## config.mk

```make
export PLATFORM = sky130hd
export DESIGN_NAME = multi_channel_deadline_timer_core
export DESIGN_NICKNAME = d
export VERILOG_FILES = /design/src/hdl/mcdt_pkg.sv /design/src/hdl/mcdt_rem_unit.sv /design/src/hdl/mcdt_chan_store.sv /design/src/hdl/multi_channel_deadline_timer_core.sv
export SDC_FILE = /design/constraint.sdc
export NUM_CORES = 2
export LEC_CHECK = 0
export ABC_AREA = 1
export ABC_CLOCK_PERIOD_IN_PS = 4950
export BUFFER_PORTS_ARGS = -buffer_cell sky130_fd_sc_hd__buf_2
export CAP_MARGIN = 10
export CELL_PAD_IN_SITES_DETAIL_PLACEMENT = 0
export CELL_PAD_IN_SITES_GLOBAL_PLACEMENT = 1
export CORE_ASPECT_RATIO = 1.2
export CORE_UTILIZATION = 43
export DETAILED_ROUTE_END_ITERATION = 10
export GPL_TIMING_DRIVEN = 0
export PLACE_DENSITY = 0.77
export SYNTH_ARGS = -nofsm -noshare
export SYNTH_HDL_FRONTEND = slang
export SYNTH_SLANG_ARGS = --single-unit
export TNS_END_PERCENT = 1
```

## constraint.sdc

```tcl
create_clock -name clk -period 4.95 [get_ports clk]
set_input_delay 0.2475 -clock clk [delete_from_list [all_inputs] [get_ports clk]]
set_output_delay 0.2475 -clock clk [all_outputs]
set_load 0.005 [all_outputs]
```

## src/hdl/mcdt_pkg.sv

```systemverilog
// ----------------------------------------------------------------------------
// mcdt_pkg
// types, codes and helpers shared by the deadline timer core
// ----------------------------------------------------------------------------
package mcdt_pkg;

	localparam int CHANNELS_DEF = 8;
	localparam int DATA_W       = 32;
	localparam int REQ_W        = 3;
	localparam int CH_W         = 3;
	localparam int TCMD_W       = 2;

	localparam logic [DATA_W-1:0] ALL_ONES = '1;

	// request codes
	localparam logic [REQ_W-1:0] REQ_SET_PERIOD = 3'd0;
	localparam logic [REQ_W-1:0] REQ_START_ONCE = 3'd1;
	localparam logic [REQ_W-1:0] REQ_START_REP  = 3'd2;
	localparam logic [REQ_W-1:0] REQ_DISABLE    = 3'd3;
	localparam logic [REQ_W-1:0] REQ_ELAPSED    = 3'd4;
	localparam logic [REQ_W-1:0] REQ_QUERY      = 3'd5;

	// hardware timer orders
	localparam logic [TCMD_W-1:0] TCMD_NONE    = 2'd0;
	localparam logic [TCMD_W-1:0] TCMD_STOP    = 2'd1;
	localparam logic [TCMD_W-1:0] TCMD_RESTART = 2'd2;

	typedef enum logic [2:0] {
		ST_IDLE,
		ST_SCAN,
		ST_REM,
		ST_UPD,
		ST_MIN,
		ST_CALC,
		ST_START,
		ST_FINAL
	} state_t;

	typedef struct packed {
		logic              period_we;
		logic [DATA_W-1:0] period;
		logic              dl_we;
		logic [DATA_W-1:0] dl;
		logic              rep_we;
		logic              rep;
	} store_wr_t;

	// 2*(dl - now) - 1 taken as {dl - now - 1, 1}
	function automatic logic [DATA_W-1:0] reload_for(input logic [DATA_W-1:0] dl,
			input logic [DATA_W-1:0] now);
		logic [DATA_W-1:0] x;
		x = dl + ~now;
		return {x[DATA_W-2:0], 1'b1};
	endfunction

endpackage

```

## src/hdl/mcdt_rem_unit.sv

```systemverilog
// ----------------------------------------------------------------------------
// mcdt_rem_unit
// restoring remainder unit, one quotient bit per cycle
// ----------------------------------------------------------------------------
module mcdt_rem_unit (
	input  logic                        clk,
	input  logic                        arst_n,
	input  logic                        start,
	input  logic [mcdt_pkg::DATA_W-1:0] dividend,
	input  logic [mcdt_pkg::DATA_W-1:0] divisor,
	output logic                        done,
	output logic [mcdt_pkg::DATA_W-1:0] rem
);
	import mcdt_pkg::*;

	localparam int CNT_W = $clog2(DATA_W);
	localparam logic [CNT_W-1:0] CNT_LAST = CNT_W'(DATA_W - 1);

	logic             busy_q;
	logic             done_q;
	logic [CNT_W-1:0] cnt_q;
	logic [DATA_W-1:0] dvd_q;
	logic [DATA_W-1:0] dvs_q;
	logic [DATA_W-1:0] rem_q;
	logic [DATA_W:0]   r_sh;
	logic [DATA_W:0]   r_sub;
	logic              r_ge;

	assign r_sh  = {rem_q, dvd_q[DATA_W-1]};
	assign r_sub = r_sh - {1'b0, dvs_q};
	assign r_ge  = (r_sh >= {1'b0, dvs_q});

	always_ff @(posedge clk or negedge arst_n) begin
		if (!arst_n) begin
			busy_q <= 1'b0;
			done_q <= 1'b0;
			cnt_q  <= '0;
		end else begin
			done_q <= 1'b0;
			if (start) begin
				busy_q <= 1'b1;
				cnt_q  <= '0;
			end else if (busy_q) begin
				cnt_q <= cnt_q + 1'b1;
				if (cnt_q == CNT_LAST) begin
					busy_q <= 1'b0;
					done_q <= 1'b1;
				end
			end
		end
	end

	always_ff @(posedge clk) begin
		if (start) begin
			dvd_q <= dividend;
			dvs_q <= divisor;
			rem_q <= '0;
		end else if (busy_q) begin
			dvd_q <= {dvd_q[DATA_W-2:0], 1'b0};
			rem_q <= r_ge ? r_sub[DATA_W-1:0] : r_sh[DATA_W-1:0];
		end
	end

	assign done = done_q;
	assign rem  = rem_q;

endmodule

```

## src/hdl/mcdt_chan_store.sv

```systemverilog
// ----------------------------------------------------------------------------
// mcdt_chan_store
// per-channel period, deadline and repeat flag with one shared address
// ----------------------------------------------------------------------------
module mcdt_chan_store #(
	parameter int CHANNELS = mcdt_pkg::CHANNELS_DEF,
	parameter int IW       = 3
) (
	input  logic                        clk,
	input  logic                        arst_n,
	input  logic [IW-1:0]               addr,
	input  mcdt_pkg::store_wr_t         wr,
	output logic [mcdt_pkg::DATA_W-1:0] rd_period,
	output logic [mcdt_pkg::DATA_W-1:0] rd_deadline,
	output logic                        rd_repeat
);
	import mcdt_pkg::*;

	logic [DATA_W-1:0] period_q   [CHANNELS];
	logic [DATA_W-1:0] deadline_q [CHANNELS];
	logic              repeat_q   [CHANNELS];

	always_ff @(posedge clk or negedge arst_n) begin
		if (!arst_n) begin
			for (int i = 0; i < CHANNELS; i++) begin
				period_q[i]   <= '0;
				deadline_q[i] <= ALL_ONES;
				repeat_q[i]   <= 1'b0;
			end
		end else begin
			if (wr.period_we) begin
				period_q[addr] <= wr.period;
			end
			if (wr.dl_we) begin
				deadline_q[addr] <= wr.dl;
			end
			if (wr.rep_we) begin
				repeat_q[addr] <= wr.rep;
			end
		end
	end

	assign rd_period   = period_q[addr];
	assign rd_deadline = deadline_q[addr];
	assign rd_repeat   = repeat_q[addr];

endmodule

```

## src/hdl/multi_channel_deadline_timer_core.sv

```systemverilog
// elapsed: scans each channel in turn; a due repeating channel with a nonzero
//   period also runs the remainder unit; ST_CALC and ST_FINAL close the item
// start once / repeating: earliest-deadline scan, ST_CALC, ST_START, ST_FINAL
// set period, disable, query, ignored requests: ST_CALC, then ST_FINAL
// one item at a time; stalled results delay it. reset: all channels stopped,
//   periods and repeat flags zero, no result pending
// ----------------------------------------------------------------------------
// multi_channel_deadline_timer_core
// virtual timers multiplexed on one hardware timer, channel scan sequencer
// ----------------------------------------------------------------------------
module multi_channel_deadline_timer_core #(
	parameter int CHANNELS = mcdt_pkg::CHANNELS_DEF
) (
	input  logic                        clk,
	input  logic                        arst_n,
	input  logic                        in_valid,
	output logic                        in_stall,
	input  logic [mcdt_pkg::REQ_W-1:0]  req_type,
	input  logic [mcdt_pkg::CH_W-1:0]   channel,
	input  logic [mcdt_pkg::DATA_W-1:0] period_ms,
	input  logic [mcdt_pkg::DATA_W-1:0] now_ms,
	output logic                        out_valid,
	input  logic                        out_stall,
	output logic                        fired,
	output logic [mcdt_pkg::CH_W-1:0]   fired_channel,
	output logic [mcdt_pkg::TCMD_W-1:0] timer_cmd,
	output logic [mcdt_pkg::DATA_W-1:0] timer_reload,
	output logic                        running,
	output logic                        last
);
	import mcdt_pkg::*;

	localparam int IW = (CHANNELS > 1) ? $clog2(CHANNELS) : 1;
	localparam logic [IW-1:0] LAST_IDX = IW'(CHANNELS - 1);

	state_t state_q, state_d;

	logic [REQ_W-1:0]  req_q;
	logic              ok_q;
	logic [IW-1:0]     ch_q;
	logic [DATA_W-1:0] now_q;
	logic [DATA_W-1:0] period_q;
	logic [IW-1:0]     idx_q, idx_d;
	logic [DATA_W-1:0] min_q, min_d;
	logic              any_q, any_d;
	logic [DATA_W-1:0] add_q, add_d;
	logic [DATA_W-1:0] nd_q, nd_d;
	logic [TCMD_W-1:0] fin_cmd_q, fin_cmd_d;
	logic [DATA_W-1:0] fin_reload_q, fin_reload_d;
	logic              fin_run_q, fin_run_d;

	logic              out_valid_q;
	logic              out_fired_q, out_fired_d;
	logic [CH_W-1:0]   out_ch_q, out_ch_d;
	logic [TCMD_W-1:0] out_cmd_q, out_cmd_d;
	logic [DATA_W-1:0] out_reload_q, out_reload_d;
	logic              out_run_q, out_run_d;
	logic              out_last_q, out_last_d;
	logic              out_load;
	logic              out_free;

	logic              in_xfer;
	logic              in_ok;
	logic [IW-1:0]     in_idx;

	store_wr_t         wr;
	logic [DATA_W-1:0] rd_period;
	logic [DATA_W-1:0] rd_dl;
	logic              rd_rep;

	logic              div_start;
	logic              div_done;
	logic [DATA_W-1:0] div_rem;

	logic              due;
	logic [DATA_W-1:0] new_dl;
	logic [DATA_W:0]   upd_sum;
	logic [DATA_W:0]   start_sum;

	assign in_stall = (state_q != ST_IDLE);
	assign in_xfer  = in_valid && !in_stall;
	assign in_ok    = ({{(DATA_W-CH_W){1'b0}}, channel} < DATA_W'(CHANNELS));
	assign in_idx   = IW'({{(DATA_W-CH_W){1'b0}}, channel});
	assign out_free = !out_valid_q || !out_stall;

	assign due       = (rd_dl != ALL_ONES) && (rd_dl <= now_q);
	assign upd_sum   = {1'b0, now_q} + {1'b0, add_q};
	assign start_sum = {1'b0, now_q} + {1'b0, rd_period};

	mcdt_chan_store #(
		.CHANNELS (CHANNELS),
		.IW       (IW)
	) u_store (
		.clk         (clk),
		.arst_n      (arst_n),
		.addr        (idx_q),
		.wr          (wr),
		.rd_period   (rd_period),
		.rd_deadline (rd_dl),
		.rd_repeat   (rd_rep)
	);

	mcdt_rem_unit u_rem (
		.clk      (clk),
		.arst_n   (arst_n),
		.start    (div_start),
		.dividend (now_q - rd_dl),
		.divisor  (rd_period),
		.done     (div_done),
		.rem      (div_rem)
	);

	always_ff @(posedge clk or negedge arst_n) begin
		if (!arst_n) begin
			state_q <= ST_IDLE;
		end else begin
			state_q <= state_d;
		end
	end

	always_ff @(posedge clk) begin
		if (in_xfer) begin
			req_q    <= req_type;
			ok_q     <= in_ok;
			ch_q     <= in_idx;
			now_q    <= now_ms;
			period_q <= period_ms;
		end
		idx_q        <= idx_d;
		min_q        <= min_d;
		any_q        <= any_d;
		add_q        <= add_d;
		nd_q         <= nd_d;
		fin_cmd_q    <= fin_cmd_d;
		fin_reload_q <= fin_reload_d;
		fin_run_q    <= fin_run_d;
	end

	always_comb begin
		state_d      = state_q;
		idx_d        = idx_q;
		min_d        = min_q;
		any_d        = any_q;
		add_d        = add_q;
		nd_d         = nd_q;
		fin_cmd_d    = fin_cmd_q;
		fin_reload_d = fin_reload_q;
		fin_run_d    = fin_run_q;
		wr           = '0;
		wr.period    = period_q;
		div_start    = 1'b0;
		new_dl       = ALL_ONES;
		out_load     = 1'b0;
		out_fired_d  = 1'b0;
		out_ch_d     = '0;
		out_cmd_d    = TCMD_NONE;
		out_reload_d = '0;
		out_run_d    = 1'b0;
		out_last_d   = 1'b0;

		unique case (state_q)
			ST_IDLE: begin
				if (in_valid) begin
					min_d        = ALL_ONES;
					any_d        = 1'b0;
					fin_cmd_d    = TCMD_NONE;
					fin_reload_d = '0;
					fin_run_d    = 1'b0;
					if (req_type == REQ_ELAPSED) begin
						idx_d   = '0;
						state_d = ST_SCAN;
					end else if (in_ok && (req_type == REQ_START_ONCE ||
							req_type == REQ_START_REP)) begin
						idx_d   = '0;
						state_d = ST_MIN;
					end else begin
						idx_d   = in_ok ? in_idx : '0;
						state_d = ST_CALC;
					end
				end
			end

			ST_SCAN: begin
				if (!due) begin
					if (rd_dl < min_q) begin
						min_d = rd_dl;
					end
					if (idx_q == LAST_IDX) begin
						state_d = ST_CALC;
					end else begin
						idx_d = idx_q + 1'b1;
					end
				end else if (out_free) begin
					out_load    = 1'b1;
					out_fired_d = 1'b1;
					out_ch_d    = CH_W'({{(DATA_W-IW){1'b0}}, idx_q});
					any_d       = 1'b1;
					if (rd_rep && rd_period != '0) begin
						div_start = 1'b1;
						state_d   = ST_REM;
					end else begin
						// zero period catches up to now, one-shot stops
						new_dl   = rd_rep ? now_q : ALL_ONES;
						wr.dl_we = 1'b1;
						wr.dl    = new_dl;
						if (new_dl < min_q) begin
							min_d = new_dl;
						end
						if (idx_q == LAST_IDX) begin
							state_d = ST_CALC;
						end else begin
							idx_d = idx_q + 1'b1;
						end
					end
				end
			end

			ST_REM: begin
				if (div_done) begin
					// step from now to the next period boundary, a full period if dl == now
					if (div_rem == '0) begin
						add_d = (rd_dl == now_q) ? rd_period : '0;
					end else begin
						add_d = rd_period - div_rem;
					end
					state_d = ST_UPD;
				end
			end

			ST_UPD: begin
				new_dl   = upd_sum[DATA_W] ? ALL_ONES : upd_sum[DATA_W-1:0];
				wr.dl_we = 1'b1;
				wr.dl    = new_dl;
				if (new_dl < min_q) begin
					min_d = new_dl;
				end
				if (idx_q == LAST_IDX) begin
					state_d = ST_CALC;
				end else begin
					idx_d   = idx_q + 1'b1;
					state_d = ST_SCAN;
				end
			end

			ST_MIN: begin
				if (rd_dl < min_q) begin
					min_d = rd_dl;
				end
				if (idx_q == LAST_IDX) begin
					idx_d   = ch_q;
					state_d = ST_CALC;
				end else begin
					idx_d = idx_q + 1'b1;
				end
			end

			ST_CALC: begin
				state_d = ST_FINAL;
				priority if (req_q == REQ_ELAPSED) begin
					if (!any_q) begin
						fin_cmd_d = TCMD_NONE;
					end else if (min_q == ALL_ONES) begin
						fin_cmd_d = TCMD_STOP;
					end else begin
						fin_cmd_d    = TCMD_RESTART;
						fin_reload_d = reload_for(min_q, now_q);
					end
				end else if (!ok_q) begin
					fin_cmd_d = TCMD_NONE;
				end else if (req_q == REQ_SET_PERIOD) begin
					wr.period_we = 1'b1;
				end else if (req_q == REQ_START_ONCE || req_q == REQ_START_REP) begin
					nd_d    = start_sum[DATA_W] ? ALL_ONES : start_sum[DATA_W-1:0];
					state_d = ST_START;
				end else if (req_q == REQ_DISABLE) begin
					wr.dl_we  = 1'b1;
					wr.dl     = ALL_ONES;
					wr.rep_we = 1'b1;
					wr.rep    = 1'b0;
				end else if (req_q == REQ_QUERY) begin
					fin_run_d = (rd_dl != ALL_ONES);
				end else begin
					// undefined request codes
					fin_cmd_d = TCMD_NONE;
				end
			end

			ST_START: begin
				wr.dl_we  = 1'b1;
				wr.dl     = nd_q;
				wr.rep_we = 1'b1;
				wr.rep    = (req_q == REQ_START_REP);
				if (nd_q < min_q) begin
					fin_cmd_d    = TCMD_RESTART;
					fin_reload_d = reload_for(nd_q, now_q);
				end
				state_d = ST_FINAL;
			end

			ST_FINAL: begin
				if (out_free) begin
					out_load     = 1'b1;
					out_cmd_d    = fin_cmd_q;
					out_reload_d = fin_reload_q;
					out_run_d    = fin_run_q;
					out_last_d   = 1'b1;
					state_d      = ST_IDLE;
				end
			end
		endcase
	end

	// output register, refilled as soon as the pending transfer completes
	always_ff @(posedge clk or negedge arst_n) begin
		if (!arst_n) begin
			out_valid_q <= 1'b0;
		end else if (out_load) begin
			out_valid_q <= 1'b1;
		end else if (!out_stall) begin
			out_valid_q <= 1'b0;
		end
	end

	always_ff @(posedge clk) begin
		if (out_load) begin
			out_fired_q  <= out_fired_d;
			out_ch_q     <= out_ch_d;
			out_cmd_q    <= out_cmd_d;
			out_reload_q <= out_reload_d;
			out_run_q    <= out_run_d;
			out_last_q   <= out_last_d;
		end
	end

	assign out_valid     = out_valid_q;
	assign fired         = out_fired_q;
	assign fired_channel = out_ch_q;
	assign timer_cmd     = out_cmd_q;
	assign timer_reload  = out_reload_q;
	assign running       = out_run_q;
	assign last          = out_last_q;

endmodule

```

==> impl_metrics.ini <==
[status]
status = finished, violations left
violations = setup timing

[synthesis]
syn_inst = 6748
synth.distinct_cells = 62
synth-edff-count = 309
ys_seq_area_share_pct = 45.1
ys_ff_latch = 872
async_flop_share_pct = 60.9
yosys.area.top_type = edfxtp_1
syn_nets = 7145
synth_area_mm2 = 0.0522
yosys_warnings = 0
avgSynthCellArea_um2 = 7.74
synth_top_area_share_pct = 17.8
synth_flop_cell = edfxtp_1
synthTopCellsByArea = edfxtp_1 18%, nand2_1 17%, dfrtp_1 13%

[sta]
fin_ws_ps = -78.2
fmax_mhz = 199
finalCritPeriodShare_pct = 102
setup_viol = 27
fin_crit_ps = 5030
whs_ps = 220
slew_violations = 0
worst_slew_pin_slew_ps = 1390
hold_viol = 0
maxSlewHeadroom_pct = 6.72
rsz0062_at_grt = true
clock_skew_ps = 31.0

[global_route]
grt_start_max_net_pins = 117
grt_pass1_wl_mm = 304
antenna_found_initial = 5
grt_remaining_overflow = 0
grt_pass1_vias = 46319
grt_usage_pct = 33.5

[worst_setup_path]
crit_top_cell = nand2_1
critPathArrivalTime_ps = 5460
cp-end-kind = flip-flop
regToRegStartpoint = idx_q[2]$_DFFE_PP_
crit_type = flip-flop to flip-flop
reg2reg_depth = 27
cp_max_fo = 16
cpMaxStageDelayCell = edfxtp_1
critPathLaunch = idx_q[2]$_DFFE_PP_
cp_slowest_stage_delay_ps = 360
critical_path_required_ps = 5380
startpoint_type = flip-flop

[floorplanning]
initial_core_util_pct = 43.5
dieWidth_um = 320
die_area_mm2 = 0.123
rows = 139
core_area_mm2 = 0.120
io_pins = 116
die_y_um = 384

[clock_network]
cts_buffers = 98
cts_buffer_depth = 3
root_buffer = clkbuf_16
cts_sinks = 872
cts.clk_slew.worst_paths_ps = 60
insertion_delay_ps = 730
htreeDepth = 3
cts_tree = yes

[power]
power.density_mw_per_mm2 = 774
irDropWorstVdd_v = 0.000732
p_leak_nw = 28.2

[place]
hpwl_mm = 159
place_inst = 8431
portBuffers = 115
gp_congestion = 1.05
placed_cell_area_mm2 = 0.0551

[layout]
fin_area_mm2 = 0.0610
num_antenna_cells = 0
nets = 7497
finalNonFillerCells = 8735
drive_gt1_share_pct = 13.7
final_cell_mix = 2357 x nand2_1, 589 x inv_1, 571 x o21ai_0
syn_to_final_growth_pct = 16.8
layout_commonest_cell = nand2_1

[detailed_routing]
via_per_inst = 5.58
routed_wl_mm = 208
drt_first_pass_iters = 6
vias = 48769
remaining_drc_errors = 0
wl_per_cell_um = 23.8
drtIter0Drc = 4811
ant_nets = 0

[min_path]
hp-start = period_ms[17]
min_path_cells = 2
hold_path.class = input port to flip-flop

[run]
drv_cap = 0
==> routing by layer <==
metal | share of wire [%] | vias to the layer above | track usage (%)
met5 | 0.0038 | - | 0
li1 | - | 22974 | -
met2 | 45 | 1959 | 53.6
met1 | 42 | 23395 | 43.8
met3 | 7.6 | 439 | 5.47
met4 | 5.7 | 2 | 17.4
==> synth_stat cells (6+ instances only) <==
master,n
a31oi_1,35
nand3b_1,7
o2bb2ai_1,7
o22ai_1,44
a21o_1,24
buf_4,13
dfrtp_1,275
nor2_1,411
buf_1,6
nand4_1,46
o21ai_1,50
ha_1,317
a21oi_1,482
inv_2,17
o21ai_0,593
or2_2,18
o21bai_1,11
dfxtp_1,32
buf_2,79
dfstp_2,256
nor4_1,32
o21ai_2,7
xnor2_1,42
clkinv_1,6
a2111oi_0,6
nor2_2,6
nor3_1,34
inv_1,612
o211ai_1,19
a211oi_1,16
clkbuf_1,138
a21boi_0,10
o21bai_2,13
nand3_2,7
fa_1,6
o21a_1,19
xor2_1,47
nand2_1,2395
nand3_1,250
edfxtp_1,309
buf_6,7
==> per-stage QoR <==
stage	setup WS (ps)	TNS, ps	power (mW)	util, %
3_3_place_gp	-7630	-4681500	36.9	45.6
4_1_cts	-55.2	-1160	46.2	50.4
3_5_place_dp	-2380	-744320	37.2	45.9
2_1_floorplan	121	0	28.5	-
5_1_grt	-169	-14500	50.2	50.8
6_report	-78.2	-1280	47.2	50.8
==> repair_timing <==
item,in CTS,in global routing
gates resized for setup,248,129
hold endpoints to repair,132,0
pin swaps,13,9
endpoints found under the setup margin,566,499
setup buffers,27,16
cloned,1,2
hold buffers,74,0
==> final timing paths <==
check	to	slack, ps
worst max-delay path	u_rem.dvs_q[31]$_DFFE_PP_	-80
worst min-delay path	period_q[17]$_DFFE_PP_	220
worst max register to register	u_rem.dvs_q[31]$_DFFE_PP_	-80
worst min register to register	u_store.deadline_q[137]$_DFFE_PN1P_	470
max in group asynchronous	u_store.period_q[111]$_DFFE_PN0P_	3050
min in group asynchronous	u_store.deadline_q[195]$_DFFE_PN1P_	260
==> area by class of cell <==
| cell class | count | area (µm²) |
|---|---|---|
| inverter | 636 | 2420 |
| sequential | 872 | 23500 |
| clock inverter | 49 | 583 |
| timing repair buffer | 252 | 2110 |
| buffer | 243 | 1400 |
| multi-input combinational | 4997 | 26200 |
| fill | 11916 | 59000 |
| clock buffer | 135 | 2790 |
| tap | 1551 | 1940 |
==> state kept, by name, summed over array words and instances, names as in the netlist, 3 cells and up <==
signal / cells
u_rem.dvd_q: 32
req_q: 3
u_rem.cnt_q: 5
fin_reload_q: 32
nd_q: 32
timer_reload: 32
u_store.deadline_q: 256
period_q: 32
now_q: 32
min_q: 32
ch_q: 3
state_q: 3
u_store.period_q: 256
add_q: 32
u_store.repeat_q: 8
u_rem.dvs_q: 32
fired_channel: 3
idx_q: 3
u_rem.rem: 32
==> logic make-up after synthesis <==
family | share of synthesized area [%]
XOR/XNOR | 1.49
buffers and inverters | 6.71
AND/OR/NAND/NOR | 24.8
flip-flops | 45.1
adder cells (fa/ha/maj) | 7.82
AO/OA/AOI/OAI | 14.1
==> power breakdown <==
part | internal, mW | leakage [nW] | switching (mW) | total, mW
sequential | 10.8 | 9.62 | 1.16 | 12.0
clock | 4.40 | 1.63 | 3.27 | 7.68
combinational | 8.41 | 17.0 | 19.1 | 27.5
total | 23.7 | 28.2 | 23.6 | 47.2
==> worst max-delay path: cells and delay by family (launching register included) <==
kind	cells	cell delay (ps)
buf+inv	11	1940
compound gates	1	180
fa+ha+maj	1	350
flops	1	360
simple gates	14	1820
(Power assumes the default switching activity.)
